`src/rtl/vne_pkg.sv`:
```
// Shared widths, register indexes, neighbor item type and offset masks.
`timescale 1ns / 1ps
`default_nettype none

package vne_pkg;

  // Voxel index width and configuration port geometry.
  localparam int IDX_W     = 30;
  localparam int REG_W     = 11;
  localparam int CFG_IDX_W = 2;

  // Register indexes on the configuration port.
  localparam logic [CFG_IDX_W-1:0] REG_SIZE_X = 2'd0;
  localparam logic [CFG_IDX_W-1:0] REG_SIZE_Y = 2'd1;
  localparam logic [CFG_IDX_W-1:0] REG_SIZE_Z = 2'd2;

  // Quotient bits resolved in each divider stage.
  localparam int DIV_STEP = 2;

  // Offset codes: code = 9*(dx+1) + 3*(dy+1) + (dz+1), walked from low to high.
  localparam int NBR_CODES = 27;

  // Axis selectors for digit_mask.
  localparam int AXIS_X = 0;
  localparam int AXIS_Y = 1;
  localparam int AXIS_Z = 2;

  // Set of codes whose digit on one axis equals the given digit (0 = -1, 1 = 0, 2 = +1).
  function automatic logic [NBR_CODES-1:0] digit_mask(input int axis, input int digit);
    logic [NBR_CODES-1:0] m;
    int d;
    m = '0;
    for (int c = 0; c < NBR_CODES; c++) begin
      case (axis)
        AXIS_X:  d = c / 9;
        AXIS_Y:  d = (c / 3) % 3;
        default: d = c % 3;
      endcase
      if (d == digit) m[c] = 1'b1;
    end
    return m;
  endfunction

  localparam logic [NBR_CODES-1:0] DX_NEG = digit_mask(AXIS_X, 0);
  localparam logic [NBR_CODES-1:0] DX_POS = digit_mask(AXIS_X, 2);
  localparam logic [NBR_CODES-1:0] DY_NEG = digit_mask(AXIS_Y, 0);
  localparam logic [NBR_CODES-1:0] DY_POS = digit_mask(AXIS_Y, 2);
  localparam logic [NBR_CODES-1:0] DZ_NEG = digit_mask(AXIS_Z, 0);
  localparam logic [NBR_CODES-1:0] DZ_POS = digit_mask(AXIS_Z, 2);
  localparam logic [NBR_CODES-1:0] CENTER_MASK =
    digit_mask(AXIS_X, 1) & digit_mask(AXIS_Y, 1) & digit_mask(AXIS_Z, 1);

  // One center voxel ready for enumeration: its linear index and the in-grid offsets.
  typedef struct packed {
    logic [IDX_W-1:0]     center;
    logic [NBR_CODES-1:0] mask;
  } nbr_item_t;

endpackage

`default_nettype wire

```
`src/rtl/vne_div_pipe.sv`:
```
// Pipelined restoring divider of a voxel-index-wide dividend by a grid extent.
`timescale 1ns / 1ps
`default_nettype none

module vne_div_pipe import vne_pkg::*; #(
  parameter int DEN_W  = 11,
  parameter int SIDE_W = 22
) (
  input  logic              clk,
  input  logic              rst,
  input  logic              advance,
  input  logic              in_valid,
  input  logic [IDX_W-1:0]  in_dividend,
  input  logic [SIDE_W-1:0] in_side,
  input  logic [DEN_W-1:0]  divisor,
  output logic              out_valid,
  output logic [IDX_W-1:0]  out_quotient,
  output logic [DEN_W-1:0]  out_remainder,
  output logic [SIDE_W-1:0] out_side
);

  localparam int STAGES = IDX_W / DIV_STEP;

  // Each stage shifts dividend bits out of the top of work and quotient bits in at the bottom.
  logic              valid [STAGES];
  logic [IDX_W-1:0]  work  [STAGES];
  logic [DEN_W-1:0]  rem   [STAGES];
  logic [SIDE_W-1:0] side  [STAGES];

  for (genvar s = 0; s < STAGES; s++) begin : g_stage
    logic              v_in;
    logic [IDX_W-1:0]  w_in;
    logic [DEN_W-1:0]  r_in;
    logic [SIDE_W-1:0] s_in;
    logic [IDX_W-1:0]  work_next;
    logic [DEN_W-1:0]  rem_next;

    if (s == 0) begin : g_head
      assign v_in = in_valid;
      assign w_in = in_dividend;
      assign r_in = '0;
      assign s_in = in_side;
    end else begin : g_body
      assign v_in = valid[s-1];
      assign w_in = work[s-1];
      assign r_in = rem[s-1];
      assign s_in = side[s-1];
    end

    // Resolve DIV_STEP quotient bits by shift, compare and subtract.
    always_comb begin : p_step
      logic [DEN_W:0] trial;
      work_next = w_in;
      rem_next  = r_in;
      for (int b = 0; b < DIV_STEP; b++) begin
        trial     = {rem_next, work_next[IDX_W-1]};
        work_next = {work_next[IDX_W-2:0], 1'b0};
        if (trial >= {1'b0, divisor}) begin
          trial        = trial - {1'b0, divisor};
          work_next[0] = 1'b1;
        end
        rem_next = trial[DEN_W-1:0];
      end
    end

    // Valid bit travels with the data.
    always_ff @(posedge clk) begin
      if (rst) begin
        valid[s] <= 1'b0;
      end else if (advance) begin
        valid[s] <= v_in;
      end
    end

    // Payload registers.
    always_ff @(posedge clk) begin
      if (advance) begin
        work[s] <= work_next;
        rem[s]  <= rem_next;
        side[s] <= s_in;
      end
    end
  end

  assign out_valid     = valid[STAGES-1];
  assign out_quotient  = work[STAGES-1];
  assign out_remainder = rem[STAGES-1];
  assign out_side      = side[STAGES-1];

endmodule

`default_nettype wire

```
`config.mk`:
```
export PLATFORM = sky130hd
export DESIGN_NAME = vne_div_pipe
export DESIGN_NICKNAME = d
export VERILOG_FILES = /design/src/rtl/vne_pkg.sv /design/src/rtl/vne_div_pipe.sv
export SDC_FILE = /design/constraint.sdc
export NUM_CORES = 1
export LEC_CHECK = 0
export BUFFER_PORTS_ARGS = -buffer_cell sky130_fd_sc_hd__buf_2
export CAP_MARGIN = 20
export CORE_AREA = 10 10 391 393
export CTS_BUF_LIST = sky130_fd_sc_hd__clkbuf_2
export CTS_CLUSTER_SIZE = 20
export DETAILED_ROUTE_END_ITERATION = 8
export DIE_AREA = 0 0 401 403
export PLACE_DENSITY = 0.6
export RECOVER_POWER = 25
export SETUP_SLACK_MARGIN = 0.2
export SLEW_MARGIN = 5
export SYNTH_ARGS = -nofsm -noshare
export SYNTH_HDL_FRONTEND = slang
export SYNTH_SLANG_ARGS = --single-unit
```
`constraint.sdc`:
```
create_clock -name clk -period 4.18 [get_ports clk]
set_input_delay 0 -clock clk [delete_from_list [all_inputs] [get_ports clk]]
set_output_delay 0 -clock clk [all_outputs]
set_load 0.02 [all_outputs]
```
# Word-level counts from Yosys, hierarchy flattened
# Memory sizes are Yosys's and may differ from the RTL's.
# Index checks and enable logic that the tools add are counted.
[totals]
reg_bits = 0
mem_bits_rw = 960
input_bits = 67
wordCells = 160
n_memories = 4
output_inout_bits = 64
[classes]
n_lt_le_gt_ge = 30
add_sub_neg = 30
n_mux = 81
n_bitwise = 15
[mem_list]
columns = ["name", "words", "word_bits", "read_ports", "rd_ports_with_merged_regs", "wr", "line_no", "source"]
rows = [
  ["work", 15, 30, 15, 0, 15, "vne_div_pipe.sv:26", "logic [IDX_W-1:0] work [STAGES];"],
  ["side", 15, 22, 15, 0, 15, "vne_div_pipe.sv:28", "logic [SIDE_W-1:0] side [STAGES];"],
  ["rem", 15, 11, 15, 0, 15, "vne_div_pipe.sv:27", "logic [DEN_W-1:0] rem [STAGES];"],
  ["valid", 15, 1, 15, 0, 15, "vne_div_pipe.sv:25", "logic valid [STAGES];"],
]
[op_table]
columns = ["cell", "n"]
rows = [
  ["12-bit by 11-bit >= comparator with 1-bit output", 29],
  ["11-bit 2-to-1 mux", 30],
  ["11-bit subtractor", 29],
  ["1-bit 2-to-1 mux", 51],
  ["1-bit OR", 15],
  ["1-bit by 11-bit >= comparator with 1-bit output", 1],
  ["1-bit by 11-bit subtractor with 11-bit output", 1],
]

# Logic depth before layout (Yosys ltp)
# Gate-level depths: netlist of the first run.
# An unclocked memory read counts as a cell.
[depth]
ltp_word = 5
ltp_mapped = 21
ltp_nobuf = 19

# Worst setup path after synthesis of the first run
# OpenSTA, ideal clock, no wires.
[synth_path]
path_kind = "input to register"
from = "in divisor[3]"
to = "mem rem[8][10], in the netlist rem[1][10] (data pin)"
slack_ns = -0.443
path_stages = 18
setup_ns = 0.260
arrival_time_ns = 4.363
t_required_ns = 3.920
path_buffers = 1
path_cell_list = "inv_1 -> ha_1 -> nor2_1 -> a21oi_2 -> o21ba_2 -> o21ai_1 -> a22o_1 -> buf_2 -> mux2_2 -> ha_1 -> and2_1 -> o21ai_0 -> a31oi_1 -> o21ai_0 -> a21oi_1 -> a2111oi_4 -> inv_4 -> mux2_4"
[synth_rtl]
columns = ["item", "line_no", "source"]
rows = [
  ["start, declared", "vne_div_pipe.sv:15", "input logic [DEN_W-1:0] divisor,"],
  ["end, declared", "vne_div_pipe.sv:27", ""],
]

==> results of run 1 <==
-- cells in the mapped netlist, types with 9 or more instances --
master and count:
and2_1 29, and4_1 13, mux2_4 26, o21ai_1 11, a311oi_1 10, a31oi_1 30, xnor2_1 148, nand4_1 61
o21a_1 24, xor2_1 67, o2111ai_1 20, a31o_2 11, buf_2 16, mux2i_1 68, ha_1 321, nand2b_1 25
mux2_1 11, a2111oi_0 11, edfxtp_1 960, o211ai_1 24, a21oi_1 165, nand2_1 118, nor2b_1 57, or3_1 11
and3_1 15, o21ai_0 99, fa_1 29, nor4_1 31, nor2_1 218, inv_1 169, o2111a_1 10, nand3_1 44
mux2_2 172, a211oi_1 24, or2_2 30, a21o_1 53, clkbuf_1 9, nand3b_1 16, nor3_1 95
-- cell families after synthesis --
logic type / count (synthesis)
flip-flops: 960
AND/OR/NAND/NOR: 802
AO/OA/AOI/OAI: 587
adder cells (fa/ha/maj): 350
multiplexers: 277
buffers and inverters: 217
XOR/XNOR: 215
-- cell type report --
cell class | instances | area, um^2 | share of cell area [%]
Multi-Input combinational cell | 2232 | 21400 | 31.9
Tap cell | 1917 | 2400 | 3.58
Clock buffer | 382 | 1910 | 2.85
Timing Repair inverter | 2 | 16.3 | 0.0243
Antenna cell | 8 | 20.0 | 0.0299
Timing Repair Buffer | 1367 | 11500 | 17.1
Clock inverter | 58 | 234 | 0.349
Sequential cell | 960 | 28800 | 43.0
Inverter | 174 | 723 | 1.08
-- metrics by stage --
step	setup slack, ns	hold WS [ns]
floorplan	-0.156	0.0989
CTS	-0.236	0.00410
detailed placement	-0.442	0.178
global placement	-0.453	0.176
finish	-0.430	0.261
global route	-0.395	0.0386
-- cells in the final DEF (no fill, tap or decap), types with 122 or more instances in the layout --
| cell | synthesis | layout |
|---|---|---|
| dlygate4sd3_1 | 0 | 233 |
| clkbuf_2 | 1 | 382 |
| inv_1 | 169 | 130 |
| mux2_4 | 26 | 143 |
| buf_4 | 6 | 841 |
| edfxtp_1 | 960 | 960 |
| ha_1 | 321 | 225 |
| nor2_1 | 218 | 193 |
| buf_2 | 16 | 126 |
| xnor2_1 | 148 | 145 |
| buf_6 | 6 | 122 |
-- worst max-delay path, cell delays in order --
cell and delay (ns):
buf_2 0.10, dlygate4sd3_1 0.65, buf_12 0.18, buf_12 0.16
dlygate4sd3_1 0.85, buf_4 0.27, ha_2 0.19, fa_2 0.40
nand2b_4 0.17, a21oi_4 0.14, o211ai_1 0.09, and4_4 0.18
or2_4 0.27, buf_6 0.12, mux2_4 0.31, ha_4 0.24
or2_4 0.24, a21oi_4 0.14, a31oi_4 0.05, o21ai_2 0.14
a21oi_2 0.09, a2111oi_4 0.21, buf_4 0.18, buf_12 0.11
mux2_4 0.29
-- registers in the layout, summed over array words and instances (netlist names) --
register  count
work        450
side        330
valid        15
rem         165
-- final timing paths --
kind,startpoint,end,slack [ns]
hold reg to reg,side[1][26]$_DFFE_PP_,side[1][48]$_DFFE_PP_,0.30
setup reg to reg,work[1][29]$_DFFE_PP_,rem[1][21]$_DFFE_PP_,-0.23
setup / recovery,divisor[0],rem[1][21]$_DFFE_PP_,-0.43
hold / removal,divisor[0],rem[0][34]$_DFFE_PP_,0.26
-- metal layers --
metal | vias to the layer above | GRT usage [%]
li1 | 16500 | -
met1 | 16300 | 17.1
met2 | 679 | 23.3
met3 | 224 | 3.41
met4 | 0 | 4.71
met5 | - | 0
-- what timing repair did --
item / CTS / global route
endpoints found under the hold margin: 1220 / 0
setup endpoints to repair: 167 / 178
hold buffers: 236 / 0
resized for setup: 499 / 285
pin swaps: 148 / 181
setup buffers: 133 / 112
cloned: 10 / 1
==> impl_metrics.tcl, run 1 <==
set metrics [dict create \
    vias_per_cell 4.74 \
    critPathArrivalTime_ns 5.79 \
    gr-usage-all-layers_pct 13.7 \
    fin_skew_ns 0.190 \
    tightest_slew_ns 1.09 \
    clock_latency_ns 1.60 \
    drive_gt1_share_pct 43.4 \
    synth_area_leaders "edfxtp_1 61%, ha_1 8.4%, mux2_2 4.1%" \
    crit_type "in2reg" \
    ys_seq_area_share_pct 60.6 \
    syn-num-nets 3825 \
    synth_cell_type_count 87 \
    drt-initial-drc-count 1657 \
    end_kind "flop" \
    ys_ff_latch 960 \
    avgSynthCellArea_um2 14.0 \
    numCtsBuffers 279 \
    globalplace.congestion 0.881 \
    firstDrtPassIters 5 \
    rsz0062_at_grt "yes" \
    synth_top_area_share_pct 60.6 \
    initial_core_util_pct 32.8 \
    cp_max_fo 8 \
    fmax_mhz 217 \
    overflow 0 \
    area_delta_synth_final_pct 40.8 \
    start_kind "input port" \
    htreeDepth 5 \
    finish.utilization_pct 46.2 \
    met2_length_mm 56.7 \
    async_flop_share_pct 0 \
    violations "setup timing" \
    die_w_um 401 \
    fin_crit_sh_pct 110 \
    synthAdderAreaFrac_pct 9.66 \
    min_period_ns 4.61 \
    die_y_um 403 \
    io_pins 131 \
    r2r_cells 20 \
    final_antenna_net_count 0 \
    grt_max_degree 140 \
    placed_area_um2 56800 \
    num_vias 33700 \
    wl_met3_mm 5.21 \
    required_ns 5.36 \
    root_buffer "clkbuf_2" \
    post-route-cell-area_um2 67000 \
    fin_cells 7100 \
    synth_top_family_by_area "adder cells" \
    placed_cells 6161 \
    drv_slew 0 \
    hold_viol_final 0 \
    wl_met1_mm 51.0 \
    max-cap-violations 0 \
    min_path_cells 10 \
    wirelength_mm 116 \
    cts.clk_slew.worst_paths_ns 0.09 \
    synth_compound_area_share_pct 8.58 \
    synth_xor_area_share_pct 3.96 \
    worst_slack_ns -0.430 \
    slew_headroom_pct 27.6 \
    synth_enable_flop_cells 960 \
    hp-class "in2reg" \
    nNetsFinal 5433 \
    antenna_found_initial 3 \
    top_layer_used "met4" \
    synth-main-ff-cell "edfxtp_1" \
    synth-simple-area-share_pct 8.73 \
    clockBufferDepth 4 \
    drc 0 \
    grt_pass1_wl_mm 180 \
    coreArea_um2 145000 \
    yosys_warnings 0 \
    grt_pass1_vias 34600 \
    syn_area_um2 47600 \
    synthCells 3408 \
    detailed_place_hpwl_mm 73.5 \
    numPortBuffers 130 \
    synth_mux_area_share_pct 6.58 \
    layout.filler_cells 12900 \
    setup_violations 36 \
    dieArea_um2 162000 \
    status "complete, but fails checks" \
    wire_per_inst_um 16.3 \
    yosys.area.top_type "edfxtp_1" \
    row_count 140 \
    clock-sinks 960 \
    setup_tns_ns -5.46 \
    cts_tree "built" \
]
Power of run 1 is left out: the tool's default activity adds up to more than one toggle a clock period on the data nets, which glitch-free logic cannot reach.
==> inputs of run 2 (changes only) <==
Settings changed: CTS_BUF_LIST sky130_fd_sc_hd__clkbuf_2 to default.
==> run 2 against run 1 <==
  * The flow still finishes with violations (setup timing)
  * Die area is the same
  * Global-route usage fell by 0.64 points
  * Count of clock-buffer cells in the layout is 257 lower
  * Fmax rose by 8.1%
  * Critical endpoint is now rem[1][13]$_DFFE_PP_
==> impl_metrics.tcl, run 2 (synthesis gave the netlist of run 1 again) <==
set metrics [dict create \
    area_delta_synth_final_pct 39.6 \
    drt-initial-drc-count 1549 \
    globalRoute.busiestLayer "met2" \
    worst_slack_ns -0.0843 \
    cp_cell_sequence "inv_1 > ha_2 > fa_2 > nand2b_4 > a21oi_4 > o211ai_1 > and4_4 > or2_4 > buf_6 > mux2_4 > ha_4 > or2_4 > a21oi_4 > a31oi_4 > o21ai_2 > a21oi_2 > a2111oi_4 > buf_4 > clkbuf_16 > mux2_4" \
    min_period_ns 4.26 \
    die_y_um 403 \
    cp_max_fo 5 \
    cts_tree "built" \
    row_count 140 \
    hp-class "in2reg" \
    dieArea_um2 162000 \
    reg_top3 "work x450, side x330, rem x165" \
    crit_family "simple AND/OR/NAND/NOR gates" \
    wire_per_inst_um 16.6 \
    num_vias 31900 \
    drc 0 \
    root_buffer "clkbuf_16" \
    max-cap-violations 0 \
    drive_gt1_share_pct 40.9 \
    r2r_slack_ns -0.08 \
    rsz0062_at_grt "yes" \
    nNetsFinal 5074 \
    grt_pass1_vias 32300 \
    clockBufferDepth 3 \
    crit_type "reg2reg" \
    fin_crit_sh_pct 102 \
    violations "setup timing" \
    post-route-cell-area_um2 66400 \
    slew_headroom_pct 36.5 \
    numPortBuffers 130 \
    overflow 0 \
    final_cell_mix "960 x edfxtp_1, 821 x buf_4, 221 x ha_1" \
    initial_core_util_pct 32.8 \
    r2r_cells 20 \
    globalplace.congestion 0.881 \
    firstDrtPassIters 5 \
    placed_area_um2 56800 \
    use_met1_pct 16.9 \
    numCtsBuffers 106 \
    end_kind "flop" \
    slowest_stage "fa_2" \
    setup_tns_ns -1.02 \
    io_pins 131 \
    reg2reg_from "work[1][29]$_DFFE_PP_" \
    rr_endpoint "rem[1][13]$_DFFE_PP_" \
    vias_per_cell 4.78 \
    worst-path-stages 20 \
    wirelength_mm 111 \
    largest_register_ffs 450 \
    finish.utilization_pct 45.8 \
    final_antenna_net_count 0 \
    antenna_found_initial 0 \
    startpoint "work[1][29]$_DFFE_PP_" \
    cp-endpoint "rem[1][13]$_DFFE_PP_" \
    path_buf_inv 4 \
    status "complete, but fails checks" \
    use_met3_pct 2.14 \
    clock-sinks 960 \
    die_w_um 401 \
    coreArea_um2 145000 \
    setup_violations 19 \
    gr-usage-all-layers_pct 13.1 \
    cts.clk_slew.worst_paths_ns 0.06 \
    top_register "work" \
    htreeDepth 3 \
    fin_skew_ns 0.0578 \
    clock_latency_ns 0.73 \
    grt_max_degree 140 \
    tightest_slew_ns 0.952 \
    detailed_place_hpwl_mm 73.5 \
    required_ns 4.64 \
    hold_viol_final 0 \
    cpPeakStageDelay_ns 0.40 \
    antenna_cells 0 \
    start_kind "flop" \
    fmax_mhz 235 \
    layout_commonest_cell "edfxtp_1" \
    drv_slew 0 \
    critPathArrivalTime_ns 4.73 \
    grt_util_met2_pct 22.5 \
    grt_pass1_wl_mm 173 \
]
## run 2: area by class of cell
| class | instances | area (um^2) |
|---|---|---|
| fill | 12700 | 78600 |
| timing repair buffer | 1179 | 9570 |
| inverter | 174 | 728 |
| timing repair inverter | 4 | 32.5 |
| clock inverter | 72 | 764 |
| sequential | 960 | 28800 |
| clock buffer | 125 | 2720 |
| tap | 1917 | 2400 |
| multi-input combinational | 2232 | 21400 |
## run 2: worst min-delay path by stage
stage                   start                     to  slack [ns]  cells past startpoint
4_1_cts           in_side[18]  side[0][18]$_DFFE_PP_       0.007                      2
3_3_place_gp      in_side[13]  side[0][13]$_DFFE_PP_        0.18                      1
2_1_floorplan      in_side[0]   side[0][0]$_DFFE_PP_         0.1                      0
3_5_place_dp   in_dividend[7]   work[0][9]$_DFFE_PP_        0.18                      1
6_report           divisor[0]   rem[1][11]$_DFFE_PP_        0.08                      4
5_1_grt            divisor[0]   rem[0][77]$_DFFE_PP_        0.08                      4
## run 2: routing by layer
layer	share of wire [%]	vias up	routed length [um]
li1	-	15700	-
met1	45	15500	49900
met2	49	503	54300
met3	3.7	174	4070
met4	2.3	0	2560
met5	0	-	0
## run 2: per-stage QoR
| step | hold WS (ns) | setup slack (ns) | cells |
|---|---|---|---|
| after floorplan | 0.0989 | -0.156 | 3408 |
| after global placement | 0.176 | -0.453 | 6161 |
| after detailed placement | 0.178 | -0.442 | 6161 |
| after CTS | 0.00721 | -0.169 | 6583 |
| after global routing | 0.0767 | -0.217 | 6663 |
| final | 0.0805 | -0.0843 | 6663 |
## run 2: worst register-to-register path, cell delays in order (launching register included)
cell	delay [ns]
edfxtp_1	0.35
inv_1	0.05
ha_2	0.20
fa_2	0.40
nand2b_4	0.17
a21oi_4	0.14
o211ai_1	0.09
and4_4	0.18
or2_4	0.27
buf_6	0.12
mux2_4	0.31
ha_4	0.25
or2_4	0.24
a21oi_4	0.15
a31oi_4	0.05
o21ai_2	0.14
a21oi_2	0.09
a2111oi_4	0.18
buf_4	0.20
clkbuf_16	0.15
mux2_4	0.29
## run 2: timing repair
action                                  CTS  global route
setup buffers                           105            79
endpoints found under the setup margin  168           168
pin swaps                               138           158
gates cloned                             12             1
endpoints found under the hold margin   165             0
hold buffers                            108             0
resized for setup                       474           266
Power of run 2 is left out for the same reason.
