`src/rtl/vne_pkg.sv`:
```
// Shared widths, register indexes, neighbor item type and offset masks.
`timescale 1ns / 1ps
`default_nettype none

package vne_pkg;

  // Voxel index width and configuration port geometry.
  localparam int IDX_W     = 30;
  localparam int REG_W     = 11;
  localparam int CFG_IDX_W = 2;

  // Register indexes on the configuration port.
  localparam logic [CFG_IDX_W-1:0] REG_SIZE_X = 2'd0;
  localparam logic [CFG_IDX_W-1:0] REG_SIZE_Y = 2'd1;
  localparam logic [CFG_IDX_W-1:0] REG_SIZE_Z = 2'd2;

  // Quotient bits resolved in each divider stage.
  localparam int DIV_STEP = 2;

  // Offset codes: code = 9*(dx+1) + 3*(dy+1) + (dz+1), walked from low to high.
  localparam int NBR_CODES = 27;

  // Axis selectors for digit_mask.
  localparam int AXIS_X = 0;
  localparam int AXIS_Y = 1;
  localparam int AXIS_Z = 2;

  // Set of codes whose digit on one axis equals the given digit (0 = -1, 1 = 0, 2 = +1).
  function automatic logic [NBR_CODES-1:0] digit_mask(input int axis, input int digit);
    logic [NBR_CODES-1:0] m;
    int d;
    m = '0;
    for (int c = 0; c < NBR_CODES; c++) begin
      case (axis)
        AXIS_X:  d = c / 9;
        AXIS_Y:  d = (c / 3) % 3;
        default: d = c % 3;
      endcase
      if (d == digit) m[c] = 1'b1;
    end
    return m;
  endfunction

  localparam logic [NBR_CODES-1:0] DX_NEG = digit_mask(AXIS_X, 0);
  localparam logic [NBR_CODES-1:0] DX_POS = digit_mask(AXIS_X, 2);
  localparam logic [NBR_CODES-1:0] DY_NEG = digit_mask(AXIS_Y, 0);
  localparam logic [NBR_CODES-1:0] DY_POS = digit_mask(AXIS_Y, 2);
  localparam logic [NBR_CODES-1:0] DZ_NEG = digit_mask(AXIS_Z, 0);
  localparam logic [NBR_CODES-1:0] DZ_POS = digit_mask(AXIS_Z, 2);
  localparam logic [NBR_CODES-1:0] CENTER_MASK =
    digit_mask(AXIS_X, 1) & digit_mask(AXIS_Y, 1) & digit_mask(AXIS_Z, 1);

  // One center voxel ready for enumeration: its linear index and the in-grid offsets.
  typedef struct packed {
    logic [IDX_W-1:0]     center;
    logic [NBR_CODES-1:0] mask;
  } nbr_item_t;

endpackage

`default_nettype wire

```
`src/rtl/vne_center.sv`:
```
// Two-stage rebuild of the in-grid center index and its valid-offset mask.
`timescale 1ns / 1ps
`default_nettype none

module vne_center import vne_pkg::*; #(
  parameter int EXT_W = 11
) (
  input  logic             clk,
  input  logic             rst,
  input  logic             advance,
  input  logic             in_valid,
  input  logic [EXT_W-1:0] x,
  input  logic [EXT_W-1:0] y,
  input  logic [EXT_W-1:0] z,
  input  logic [EXT_W-1:0] nx,
  input  logic [EXT_W-1:0] ny,
  input  logic [EXT_W-1:0] nz,
  output logic             out_valid,
  output nbr_item_t        out_item
);

  localparam int T_W = 2 * EXT_W;
  localparam int P_W = 3 * EXT_W;

  logic                 valid1;
  logic [T_W-1:0]       row;
  logic [EXT_W-1:0]     x1;
  logic [NBR_CODES-1:0] mask1;

  logic                 valid2;
  nbr_item_t            item2;

  logic [T_W-1:0]       row_prod;
  logic [T_W-1:0]       row_next;
  logic [P_W-1:0]       lin_prod;
  logic [NBR_CODES-1:0] mask_next;
  logic                 ok_xn, ok_xp, ok_yn, ok_yp, ok_zn, ok_zp;

  // Which single-axis moves stay inside the grid.
  assign ok_xn = (x != '0);
  assign ok_xp = (x < (nx - EXT_W'(1)));
  assign ok_yn = (y != '0);
  assign ok_yp = (y < (ny - EXT_W'(1)));
  assign ok_zn = (z != '0);
  assign ok_zp = (z < (nz - EXT_W'(1)));

  // Offsets allowed on all three axes, the voxel itself excluded.
  assign mask_next = (~DX_NEG | {NBR_CODES{ok_xn}}) & (~DX_POS | {NBR_CODES{ok_xp}})
                   & (~DY_NEG | {NBR_CODES{ok_yn}}) & (~DY_POS | {NBR_CODES{ok_yp}})
                   & (~DZ_NEG | {NBR_CODES{ok_zn}}) & (~DZ_POS | {NBR_CODES{ok_zp}})
                   & ~CENTER_MASK;

  // Stage one: row number ny * z + y.
  assign row_prod = T_W'(ny) * T_W'(z);
  assign row_next = row_prod + T_W'(y);

  // Stage two: linear index nx * row + x.
  assign lin_prod = P_W'(nx) * P_W'(row);

  always_ff @(posedge clk) begin
    if (rst) begin
      valid1 <= 1'b0;
      valid2 <= 1'b0;
    end else if (advance) begin
      valid1 <= in_valid;
      valid2 <= valid1;
    end
  end

  always_ff @(posedge clk) begin
    if (advance) begin
      row          <= row_next;
      x1           <= x;
      mask1        <= mask_next;
      item2.center <= IDX_W'(lin_prod + P_W'(x1));
      item2.mask   <= mask1;
    end
  end

  assign out_valid = valid2;
  assign out_item  = item2;

endmodule

`default_nettype wire

```
`config.mk`:
```
export PLATFORM = sky130hd
export DESIGN_NAME = vne_center
export DESIGN_NICKNAME = d
export VERILOG_FILES = /design/src/rtl/vne_pkg.sv /design/src/rtl/vne_center.sv
export SDC_FILE = /design/constraint.sdc
export NUM_CORES = 1
export LEC_CHECK = 0
export BUFFER_PORTS_ARGS = -buffer_cell sky130_fd_sc_hd__buf_4
export CORE_MARGIN = 5
export CORE_UTILIZATION = 40
export DETAILED_ROUTE_END_ITERATION = 8
export PLACE_DENSITY = 0.65
export RECOVER_POWER = 50
export SYNTH_ARGS = -nofsm -noshare
export SYNTH_HDL_FRONTEND = slang
export SYNTH_SLANG_ARGS = --single-unit
```
`constraint.sdc`:
```
create_clock -name clk -period 8.8 [get_ports clk]
set_input_delay 0 -clock clk [delete_from_list [all_inputs] [get_ports clk]]
set_output_delay 0 -clock clk [all_outputs]
set_load 0.02 [all_outputs]
```
=== After elaboration in Yosys (flattened, before gate mapping) ===
Index checks and enable logic that the tools add are counted.

* Logic and storage cells: 25
* Output and inout bits: 58
* Register bits after elaboration: 117
* Input port bits: 70

* $lt $le $gt $ge: 3
* Multipliers: 2
* Add/sub/neg operators: 5
* Bitwise operators: 5
* Reductions and logical operators: 3

{| class="wikitable"
|+ Operators with widths
! operator !! count
|-
| $and 27x27->27 || 5
|-
| $lt 11x11->1 || 3
|-
| $reduce_bool 11->1 || 3
|-
| $sub 11x1->11 const B || 3
|-
| $add 30x11->30 || 1
|-
| $mul 11x22->30 || 1
|-
| $add 22x11->22 || 1
|-
| $mul 11x11->22 || 1
|}

=== Longest topological paths before layout ===
Gate-level depths: netlist of the first run.

* Word-level depth: 7
* Depth in mapped cells: 22

=== Worst setup path after synthesis of the first run ===
OpenSTA, ideal clock, no wires.

* Path kind: reg-to-reg
* Start point: register row[5]
* End point: register item2, in the netlist out_item[51], data pin
* Stages on the path, launching flop included: 20
* Period minus slack after synthesis: 5.301 ns
* Arrival time: 5.037 ns
* Buffers on the path: 1
* Path slack: 3.499 ns
* Path through: edfxtp_1 > clkbuf_1 > and2_1 > fa_1 > inv_1 > fa_1 > inv_1 > fa_1 > fa_1 > inv_1 > fa_1 > inv_1 > ha_1 > a211oi_2 > nor2_1 > a211o_1 > o2111ai_4 > a21oi_2 > o211a_1 > a2111o_1

* Longest elaborated chain between the ends: 2

{| class="wikitable"
|+ RTL lines
! what !! RTL line !! source
|-
| start: declaration || vne_center.sv:26 || <nowiki>logic [T_W-1:0] row;</nowiki>
|-
| start signal: assignment || vne_center.sv:72 || <nowiki>row <= row_next;</nowiki>
|-
| $mul 11x22->30 || vne_center.sv:58 || <nowiki>assign lin_prod = P_W'(nx) * P_W'(row);</nowiki>
|-
| $add 30x11->30 || vne_center.sv:75 || <nowiki>item2.center <= IDX_W'(lin_prod + P_W'(x1));</nowiki>
|-
| end: declaration || vne_center.sv:31 || <nowiki>nbr_item_t item2;</nowiki>
|}

No other way between the ends.
A chain may end at the register's enable or synchronous reset.

=== Worst setup path after layout of the first run ===
* Start point: register row[3]
* End point: register item2, in the netlist out_item[56], data pin

Same word-level chain as after synthesis.

==> results of run 1 <==
-- sequential cells by signal, indices dropped and copies added (netlist names) --
name,count
x1,11
out_valid,1
out_item,56
row,22
mask1,26
valid1,1
-- through the flow --
stage / instance area [sq um] / hold WS [ps]
2_1_floorplan: 17060 / 72.38
3_3_place_gp: 18410 / 168.6
3_5_place_dp: 18410 / 173.3
4_1_cts: 19150 / 16.59
5_1_grt: 18880 / 33.29
6_report: 18880 / 16.72
-- area by class of cell --
class,instances,area [sq um],share of cell area [%]
multi-input cells,1189,11740,62.17
flip-flops and latches,117,3493,18.50
inverters,410,1539,8.150
repair buffers,144,852.1,4.512
well taps,539,674.4,3.571
clock buffers,17,425.4,2.253
clock inverters,15,160.2,0.8481
-- worst register-to-register path: cells and delay by family (launching register included) --
| kind | cells | cell delay, ps |
|---|---|---|
| flops | 1 | 580 |
| simple gates | 2 | 330 |
| fa+ha+maj | 6 | 2830 |
| xor+xnor | 1 | 80 |
| buf+inv | 4 | 200 |
| compound gates | 5 | 1410 |
-- placed cells by master, fill, tap and decap left out, drive strengths merged, types with 3 or more instances in the layout --
cell	instances
inv	419
fa	279
nand2	252
ha	161
and2	141
edfxtp	115
clkbuf	88
buf	58
nor2	54
xnor2	50
a21oi	43
o21ai	30
nor3	29
xor2	19
a21o	15
dlygate4sd3	15
o21a	15
nand3	13
nor4	13
a211oi	10
nor2b	7
o21bai	6
nand2b	6
clkinvlp	4
and3	3
a211o	3
a2111o	3
or3	3
o211ai	3
a2111oi	3
-- worst min-delay path by stage --
stage,startpoint,endpoint,slack (ps),depth (start not counted)
2_1_floorplan,rst,out_valid$_SDFFE_PP0P_,70,1
3_3_place_gp,rst,valid1$_SDFFE_PP0P_,170,2
3_5_place_dp,rst,out_valid$_SDFFE_PP0P_,170,2
4_1_cts,y[3],mask1[9]$_DFFE_PP_,20,3
5_1_grt,y[3],mask1[1]$_DFFE_PP_,30,3
6_report,y[3],mask1[1]$_DFFE_PP_,20,3
-- cells by family after synthesis --
group                      synth area share, %
AOI/OAI and AO/OA                        5.978
buffers and inverters                    10.75
other                                  0.02198
adders and majority gates                44.55
and+or+nand+nor                          14.57
xor gates and xnor gates                 3.543
DFF                                      20.48
muxes                                   0.1174
-- routing by layer --
layer	GRT usage, %	vias up	wire [microns]
li1	-	5659	-
met1	22.00	6175	16380
met2	33.98	343	21840
met3	2.414	60	1944
met4	5.406	0	1097
met5	0	-	0
==> results.sh, run 1 <==
export IMPL_crit_end="out_item[56]$_DFFE_PP_"
export IMPL_drt_drc_violations_left=0
export IMPL_grt_pass1_wl_microns=68920
export IMPL_startpoint_type="flop"
export IMPL_yosys_area_top_type="fa_1"
export IMPL_fin_cells=2431
export IMPL_setup_ws_ps=3112
export IMPL_final_util_pct=44.92
export IMPL_drive_above_1_share_pct=5.285
export IMPL_synth_flop_cell="edfxtp_1"
export IMPL_rsz0062_at_grt="no"
export IMPL_cts_tree="done"
export IMPL_grt_usage_pct=18.25
export IMPL_skew_ps=7.274
export IMPL_synth_yosys_seq_area_share_pct=20.48
export IMPL_cp_required_ps=8960
export IMPL_portBuffers=126
export IMPL_violations="capacitance limit, slew limit"
export IMPL_synthCells=1791
export IMPL_area_growth_pct=10.69
export IMPL_synth_fp_nets=2301
export IMPL_ys_top_cells_by_area="fa_1 33%, edfxtp_1 20%, ha_1 12%"
export IMPL_yosysMostFrequentCell="inv_1"
export IMPL_holdBufCountCts=15
export IMPL_dr_pass1_iters=5
export IMPL_end_kind="flop"
export IMPL_clk_pin_slew_ps=60
export IMPL_clk_latency_ps=430
export IMPL_insertedDiodeCount=0
export IMPL_synth_area_per_cell_sq_um=9.525
export IMPL_nFillCells=4041
export IMPL_path_class="flop to flop"
export IMPL_path_cells="and2_1 -> fa_1 -> inv_1 -> fa_1 -> inv_1 -> fa_1 -> fa_1 -> inv_1 -> fa_1 -> inv_1 -> ha_1 -> nand2_1 -> o21ai_1 -> a41oi_1 -> a2111oi_0 -> a211oi_1 -> o21bai_1 -> xnor2_1"
export IMPL_dp_cells=2384
export IMPL_synth_cell_type_count=61
export IMPL_critical_path_top_delay_family="adder cells"
export IMPL_initial_core_util_pct=40.58
export IMPL_reg2reg_slack_ps=3110
export IMPL_syn_cell_area_sq_um=17060
export IMPL_r2r_start="row[3]$_DFFE_PP_"
export IMPL_overflow=0
export IMPL_dieArea_sq_um=46880
export IMPL_timing_fmax_mhz=175.8
export IMPL_die_y_microns=216.5
export IMPL_synth_top_cell_area_share_pct=32.74
export IMPL_synth_enable_flop_cells=115
export IMPL_cap_violations=2
export IMPL_viasPerCell=5.034
export IMPL_drt_antenna_violating_nets=0
export IMPL_async_reset_ff_share_pct=0
export IMPL_postCtsResizedCells=0
export IMPL_antenna_found_initial=1
export IMPL_final_setup_tns_ps=0
export IMPL_drt_first_iter_violations=639
export IMPL_crit_path_max_incr_delay_ps=730
export IMPL_clockRootBuffer="clkbuf_16"
export IMPL_worst_pin_slew_ps=4289
export IMPL_htreeDepth=4
export IMPL_period_share_pct=64.63
export IMPL_crit_top_cell="fa_1"
export IMPL_clock_path_buffers=2
export IMPL_r2r_end="out_item[56]$_DFFE_PP_"
export IMPL_status="finished with violations"
export IMPL_cp_slowest_cell="a2111oi_0"
export IMPL_ff2ff_path_depth=18
export IMPL_postCtsSetupBuffers=0
export IMPL_wire_per_inst_microns=16.97
export IMPL_period_needed_ps=5688
export IMPL_die_w_microns=216.5
export IMPL_final_nets=2389
export IMPL_critPathBufInv=4
export IMPL_numCtsBuffers=17
export IMPL_place_congestion=0.9126
export IMPL_place_ws_ps=3166
export IMPL_worstHoldPathType="input pin to flop"
export IMPL_grt_pass1_vias=13370
export IMPL_detailed_place_hpwl_microns=33000
export IMPL_rows=75
export IMPL_finalHoldViolCount=0
export IMPL_cts_sink_count=117
export IMPL_cp_num_cells=18
export IMPL_ys_ff_latch=117
export IMPL_drt_wl_total_microns=41260
export IMPL_grt_start_max_net_pins=82
export IMPL_crit_fanout=11
export IMPL_crit_start="row[3]$_DFFE_PP_"
export IMPL_setup_viol=0
export IMPL_ys_warn_count=0
export IMPL_coreArea_sq_um=42040
export IMPL_relSlewSlack_pct=-185.9
export IMPL_vias=12240
export IMPL_ioPinCount=128
export IMPL_ys_top_cells_by_count="409 x inv_1, 279 x fa_1, 252 x nand2_1"
export IMPL_arrival_ps=5850
export IMPL_slew_viol_final=120
Power of run 1 is left out: the tool's default activity adds up to more than one toggle a clock period on the data nets, which glitch-free logic cannot reach.
==> inputs of run 2 (changes only) <==
--- a/config.mk
+++ b/config.mk
@@ -9,7 +9,7 @@
 export CORE_MARGIN = 5
 export CORE_UTILIZATION = 40
 export DETAILED_ROUTE_END_ITERATION = 8
-export PLACE_DENSITY = 0.65
+export PLACE_DENSITY = 0.67
 export RECOVER_POWER = 50
 export SYNTH_ARGS = -nofsm -noshare
 export SYNTH_HDL_FRONTEND = slang
==> constraint.sdc (replaced) <==
create_clock -name clk -period 5.2 [get_ports clk]
set_input_delay 0 -clock clk [delete_from_list [all_inputs] [get_ports clk]]
set_output_delay 0 -clock clk [all_outputs]
set_load 0.02 [all_outputs]
==> run 2 against run 1 <==
Compared with the run above: count of clock-buffer cells in the layout did not move; worst hold slack improved by 40 ps; critical path depth fell by 1; the run still ends with capacitance limit, slew limit left.
==> results.sh, run 2 (synthesis results as in run 1) <==
export IMPL_drt_wl_total_microns=41600
export IMPL_min_from="y[1]"
export IMPL_period_needed_ps=5192
export IMPL_vias=12590
export IMPL_insertedDiodeCount=0
export IMPL_dr_pass1_iters=5
export IMPL_drt_drc_violations_left=0
export IMPL_hold_path_cell_count=4
export IMPL_detailed_place_hpwl_microns=33090
export IMPL_wire_per_inst_microns=16.32
export IMPL_clk_latency_ps=460
export IMPL_grt_pass1_vias=13610
export IMPL_coreArea_sq_um=42040
export IMPL_clk_pin_slew_ps=60
export IMPL_layout_commonest_cell="inv_1"
export IMPL_violations="capacitance limit, slew limit"
export IMPL_area_growth_pct=18.45
export IMPL_layout_common_cells="406 x inv_1, 270 x fa_1, 246 x nand2_1"
export IMPL_grt_pass1_wl_microns=69040
export IMPL_r2r_start="row[3]$_DFFE_PP_"
export IMPL_cap_violations=1
export IMPL_period_share_pct=99.85
export IMPL_clock_path_buffers=2
export IMPL_cts_sink_count=117
export IMPL_die_y_microns=216.5
export IMPL_skew_ps=14.02
export IMPL_path_class="flop to flop"
export IMPL_drive_above_1_share_pct=14.63
export IMPL_setup_viol=0
export IMPL_status="finished with violations"
export IMPL_placed_area_sq_um=19120
export IMPL_ff2ff_path_depth=17
export IMPL_end_kind="flop"
export IMPL_ioPinCount=128
export IMPL_cts_tree="done"
export IMPL_timing_fmax_mhz=192.6
export IMPL_numCtsBuffers=17
export IMPL_place_congestion=0.8962
export IMPL_startpoint_type="flop"
export IMPL_dieArea_sq_um=46880
export IMPL_arrival_ps=5390
export IMPL_grt_start_max_net_pins=61
export IMPL_final_nets=2507
export IMPL_r2r_end="out_item[51]$_DFFE_PP_"
export IMPL_crit_fanout=7
export IMPL_finalHoldViolCount=0
export IMPL_worst_pin_slew_ps=3107
export IMPL_reg2reg_slack_ps=8
export IMPL_finalInstanceArea_sq_um=20210
export IMPL_viasPerCell=4.939
export IMPL_antenna_found_initial=0
export IMPL_drt_first_iter_violations=589
export IMPL_cp_required_ps=5400
export IMPL_hold_path_end="mask1[10]$_DFFE_PP_"
export IMPL_htreeDepth=4
export IMPL_rsz0062_at_grt="yes"
export IMPL_largest_register_ffs=56
export IMPL_drt_antenna_violating_nets=0
export IMPL_clockRootBuffer="clkbuf_16"
export IMPL_nFillCells=3930
export IMPL_die_w_microns=216.5
export IMPL_relSlewSlack_pct=-107.2
export IMPL_rows=75
export IMPL_portBuffers=126
export IMPL_worstHoldPathType="input pin to flop"
export IMPL_initial_core_util_pct=40.58
export IMPL_slew_viol_final=59
export IMPL_grt_usage_pct=18.37
export IMPL_overflow=0
==> run 2: how the worst max path moves through the flow <==
stage,start,endpoint,slack [ps]
5_1_grt,row[6]$_DFFE_PP_,out_item[51]$_DFFE_PP_,-150
3_5_place_dp,row[4]$_DFFE_PP_,out_item[51]$_DFFE_PP_,-180
4_1_cts,row[6]$_DFFE_PP_,out_item[51]$_DFFE_PP_,-20
6_report,row[3]$_DFFE_PP_,out_item[51]$_DFFE_PP_,8
2_1_floorplan,row[5]$_DFFE_PP_,out_item[51]$_DFFE_PP_,10
3_3_place_gp,row[14]$_DFFE_PP_,out_item[56]$_DFFE_PP_,-150
==> run 2: per-layer routing <==
layer  global-route usage (%)  vias up  wire [microns]
met5                        0        -               0
met4                    5.851        0            1095
met3                    3.879       82            2632
met2                    30.78      426           19990
met1                    23.99     6171           17880
li1                         -     5910               -
==> run 2: timing repair <==
action | CTS | global route
endpoints found under the hold margin | 15 | 0
hold buffers | 15 | 0
resized for setup | 15 | 69
pin swaps | 12 | 31
setup buffers | 9 | 17
cloned | 0 | 1
setup endpoints to repair | 7 | 15
==> run 2: area by class of cell <==
class                   count  area [sq um]  area share (%)
multi-input cells        1189         12090           59.85
flip-flops and latches    117          3493           17.29
repair buffers            262          1842           9.115
inverters                 410          1539           7.616
well taps                 539         674.4           3.337
clock buffers              17         425.4           2.105
clock inverters            15         138.9          0.6873
==> run 2: per-stage QoR <==
step	hold WS (ps)	setup TNS (ps)	instances	setup slack (ps)	utilization, %
5_1_grt	45.25	-671.5	2549	-154.1	48.07
3_3_place_gp	166.4	-320.0	2475	-147.5	45.48
3_5_place_dp	169.0	-484.8	2475	-176.7	45.48
4_1_cts	15.65	-17.49	2531	-17.49	47.57
2_1_floorplan	72.38	0	1791	13.05	-
6_report	56.57	0	2549	7.545	48.07
==> run 2: worst max-delay path, cell delays in order, from the launching register on <==
cell and delay (ps):
edfxtp_1 390, buf_6 150, and2_1 170, fa_1 510
fa_2 620, fa_1 430, fa_1 490, inv_1 50
fa_1 470, inv_1 60, ha_4 240, o21ai_1 150
nor2_1 60, a211o_1 280, o2111ai_4 230, a21oi_2 90
o211a_1 210, a2111o_1 350
Power of run 2 is left out for the same reason.
==> inputs of run 3 (changes only) <==
--- a/config.mk
+++ b/config.mk
@@ -6,7 +6,7 @@
 export NUM_CORES = 1
 export LEC_CHECK = 0
 export BUFFER_PORTS_ARGS = -buffer_cell sky130_fd_sc_hd__buf_4
-export CORE_MARGIN = 5
+export CORE_MARGIN = 2
 export CORE_UTILIZATION = 40
 export DETAILED_ROUTE_END_ITERATION = 8
 export PLACE_DENSITY = 0.67
==> run 3 against run 2 <==
Compared with the run above: the flow finishes with violations (DRC, capacitance limit, slew limit, setup timing); maximum frequency down 0.84%; wire length is 0.29% higher; count of clock-buffer cells in the layout stayed put; non-clock buffer count decreased by 12; critical endpoint unchanged.
==> results.sh, run 3 (synthesis results as in run 1) <==
export IMPL_status="finished with violations"
export IMPL_violations="DRC, capacitance limit, slew limit, setup timing"
export IMPL_worst_pin_slew_ps=3285
export IMPL_grt_pass1_vias=13610
export IMPL_r2r_start="row[4]$_DFFE_PP_"
export IMPL_clk_pin_slew_ps=60
export IMPL_overflow=0
export IMPL_placed_area_sq_um=19100
export IMPL_grt_usage_pct=19.77
export IMPL_drt_antenna_violating_nets=0
export IMPL_place_congestion=0.8678
export IMPL_insertedDiodeCount=0
export IMPL_hold_path_cell_count=4
export IMPL_drive_above_1_share_pct=14.76
export IMPL_vias=12710
export IMPL_dieArea_sq_um=44310
export IMPL_coreArea_sq_um=42040
export IMPL_ff2ff_path_depth=18
export IMPL_r2r_end="out_item[51]$_DFFE_PP_"
export IMPL_skew_ps=10.46
export IMPL_clockRootBuffer="clkbuf_16"
export IMPL_cts_tree="done"
export IMPL_clk_latency_ps=460
export IMPL_final_nets=2495
export IMPL_rsz0062_at_grt="yes"
export IMPL_ioPinCount=128
export IMPL_cp_required_ps=5410
export IMPL_period_needed_ps=5236
export IMPL_arrival_ps=5440
export IMPL_place_ws_ps=-155.4
export IMPL_area_growth_pct=18.26
export IMPL_min_from="y[2]"
export IMPL_drt_drc_violations_left=1
export IMPL_timing_fmax_mhz=191.0
export IMPL_rows=75
export IMPL_layout_commonest_cell="inv_1"
export IMPL_end_kind="flop"
export IMPL_die_w_microns=210.5
export IMPL_detailed_place_hpwl_microns=32810
export IMPL_setup_ws_ps=-36.33
export IMPL_drt_first_iter_violations=774
export IMPL_nFillCells=3952
export IMPL_finalInstanceArea_sq_um=20170
export IMPL_drt_wl_total_microns=41720
export IMPL_worstHoldPathType="input pin to flop"
export IMPL_final_util_pct=47.99
export IMPL_period_share_pct=100.7
export IMPL_layout_common_cells="401 x inv_1, 273 x fa_1, 248 x nand2_1"
export IMPL_largest_register_ffs=56
export IMPL_clock_path_buffers=2
export IMPL_crit_fanout=4
export IMPL_path_class="flop to flop"
export IMPL_reg2reg_slack_ps=-40
export IMPL_final_seq_area_sq_um=3493
export IMPL_numCtsBuffers=17
export IMPL_portBuffers=126
export IMPL_grt_pass1_wl_microns=68830
export IMPL_relSlewSlack_pct=-119.0
export IMPL_setup_viol=2
export IMPL_startpoint_type="flop"
export IMPL_multi_input_area_sq_um=12160
export IMPL_slew_viol_final=61
export IMPL_viasPerCell=5.009
export IMPL_grt_start_max_net_pins=61
export IMPL_cts_sink_count=117
export IMPL_htreeDepth=4
export IMPL_wire_per_inst_microns=16.44
export IMPL_finalHoldViolCount=0
export IMPL_die_y_microns=210.5
export IMPL_initial_core_util_pct=40.58
export IMPL_cap_violations=1
export IMPL_hold_path_end="mask1[10]$_DFFE_PP_"
export IMPL_dr_pass1_iters=9
export IMPL_antenna_found_initial=0
run 3: layer usage:
metal	vias to the layer above	track usage (%)	part of all wire (%)
li1	5889	-	-
met3	70	3.576	5.5
met4	0	7.552	3.1
met1	6365	25.75	44
met5	-	0	0
met2	384	32.94	47
run 3: critical path: stages, from the launching register on:
cell	delay, ps
edfxtp_1	400
buf_4	150
buf_4	120
and2_1	160
fa_1	510
fa_1	430
fa_1	490
fa_1	500
inv_1	60
fa_1	480
inv_1	60
ha_4	240
o21ai_1	130
nor2_1	60
a211o_1	330
o2111ai_4	260
a21oi_2	90
o211a_1	230
a2111o_1	280
run 3: through the flow:
| step | hold WS (ps) | cells | setup TNS (ps) |
|---|---|---|---|
| after floorplan | 72.38 | 1791 | 0 |
| after global placement | 166.2 | 2472 | -343.3 |
| after detailed placement | 172.3 | 2472 | -511.8 |
| after CTS | 26.78 | 2525 | -8.681 |
| after global routing | 41.32 | 2537 | -1281 |
| final | 49.45 | 2537 | -55.70 |
run 3: cell type report:
cell class	count	area share (%)
clock inverters	15	0.6884
well taps	539	3.343
multi-input cells	1189	60.28
repair buffers	250	8.639
inverters	410	7.628
flip-flops and latches	117	17.32
clock buffers	17	2.109
run 3: worst max-delay path by stage:
stage,from,slack [ps],cells past startpoint,to
2_1_floorplan,row[5]$_DFFE_PP_,10,19,out_item[51]$_DFFE_PP_
3_5_place_dp,row[6]$_DFFE_PP_,-160,20,out_item[56]$_DFFE_PP_
6_report,row[4]$_DFFE_PP_,-40,18,out_item[51]$_DFFE_PP_
3_3_place_gp,row[6]$_DFFE_PP_,-110,20,out_item[56]$_DFFE_PP_
5_1_grt,row[4]$_DFFE_PP_,-210,19,out_item[51]$_DFFE_PP_
4_1_cts,row[8]$_DFFE_PP_,-9,17,out_item[51]$_DFFE_PP_
run 3: repair_timing:
item / in CTS / in global routing
pin swaps: 12 / 32
setup endpoints to repair: 6 / 14
endpoints found under the hold margin: 14 / 0
hold buffers: 14 / 0
setup buffers: 8 / 12
gates resized for setup: 32 / 63
Power of run 3 is left out for the same reason.
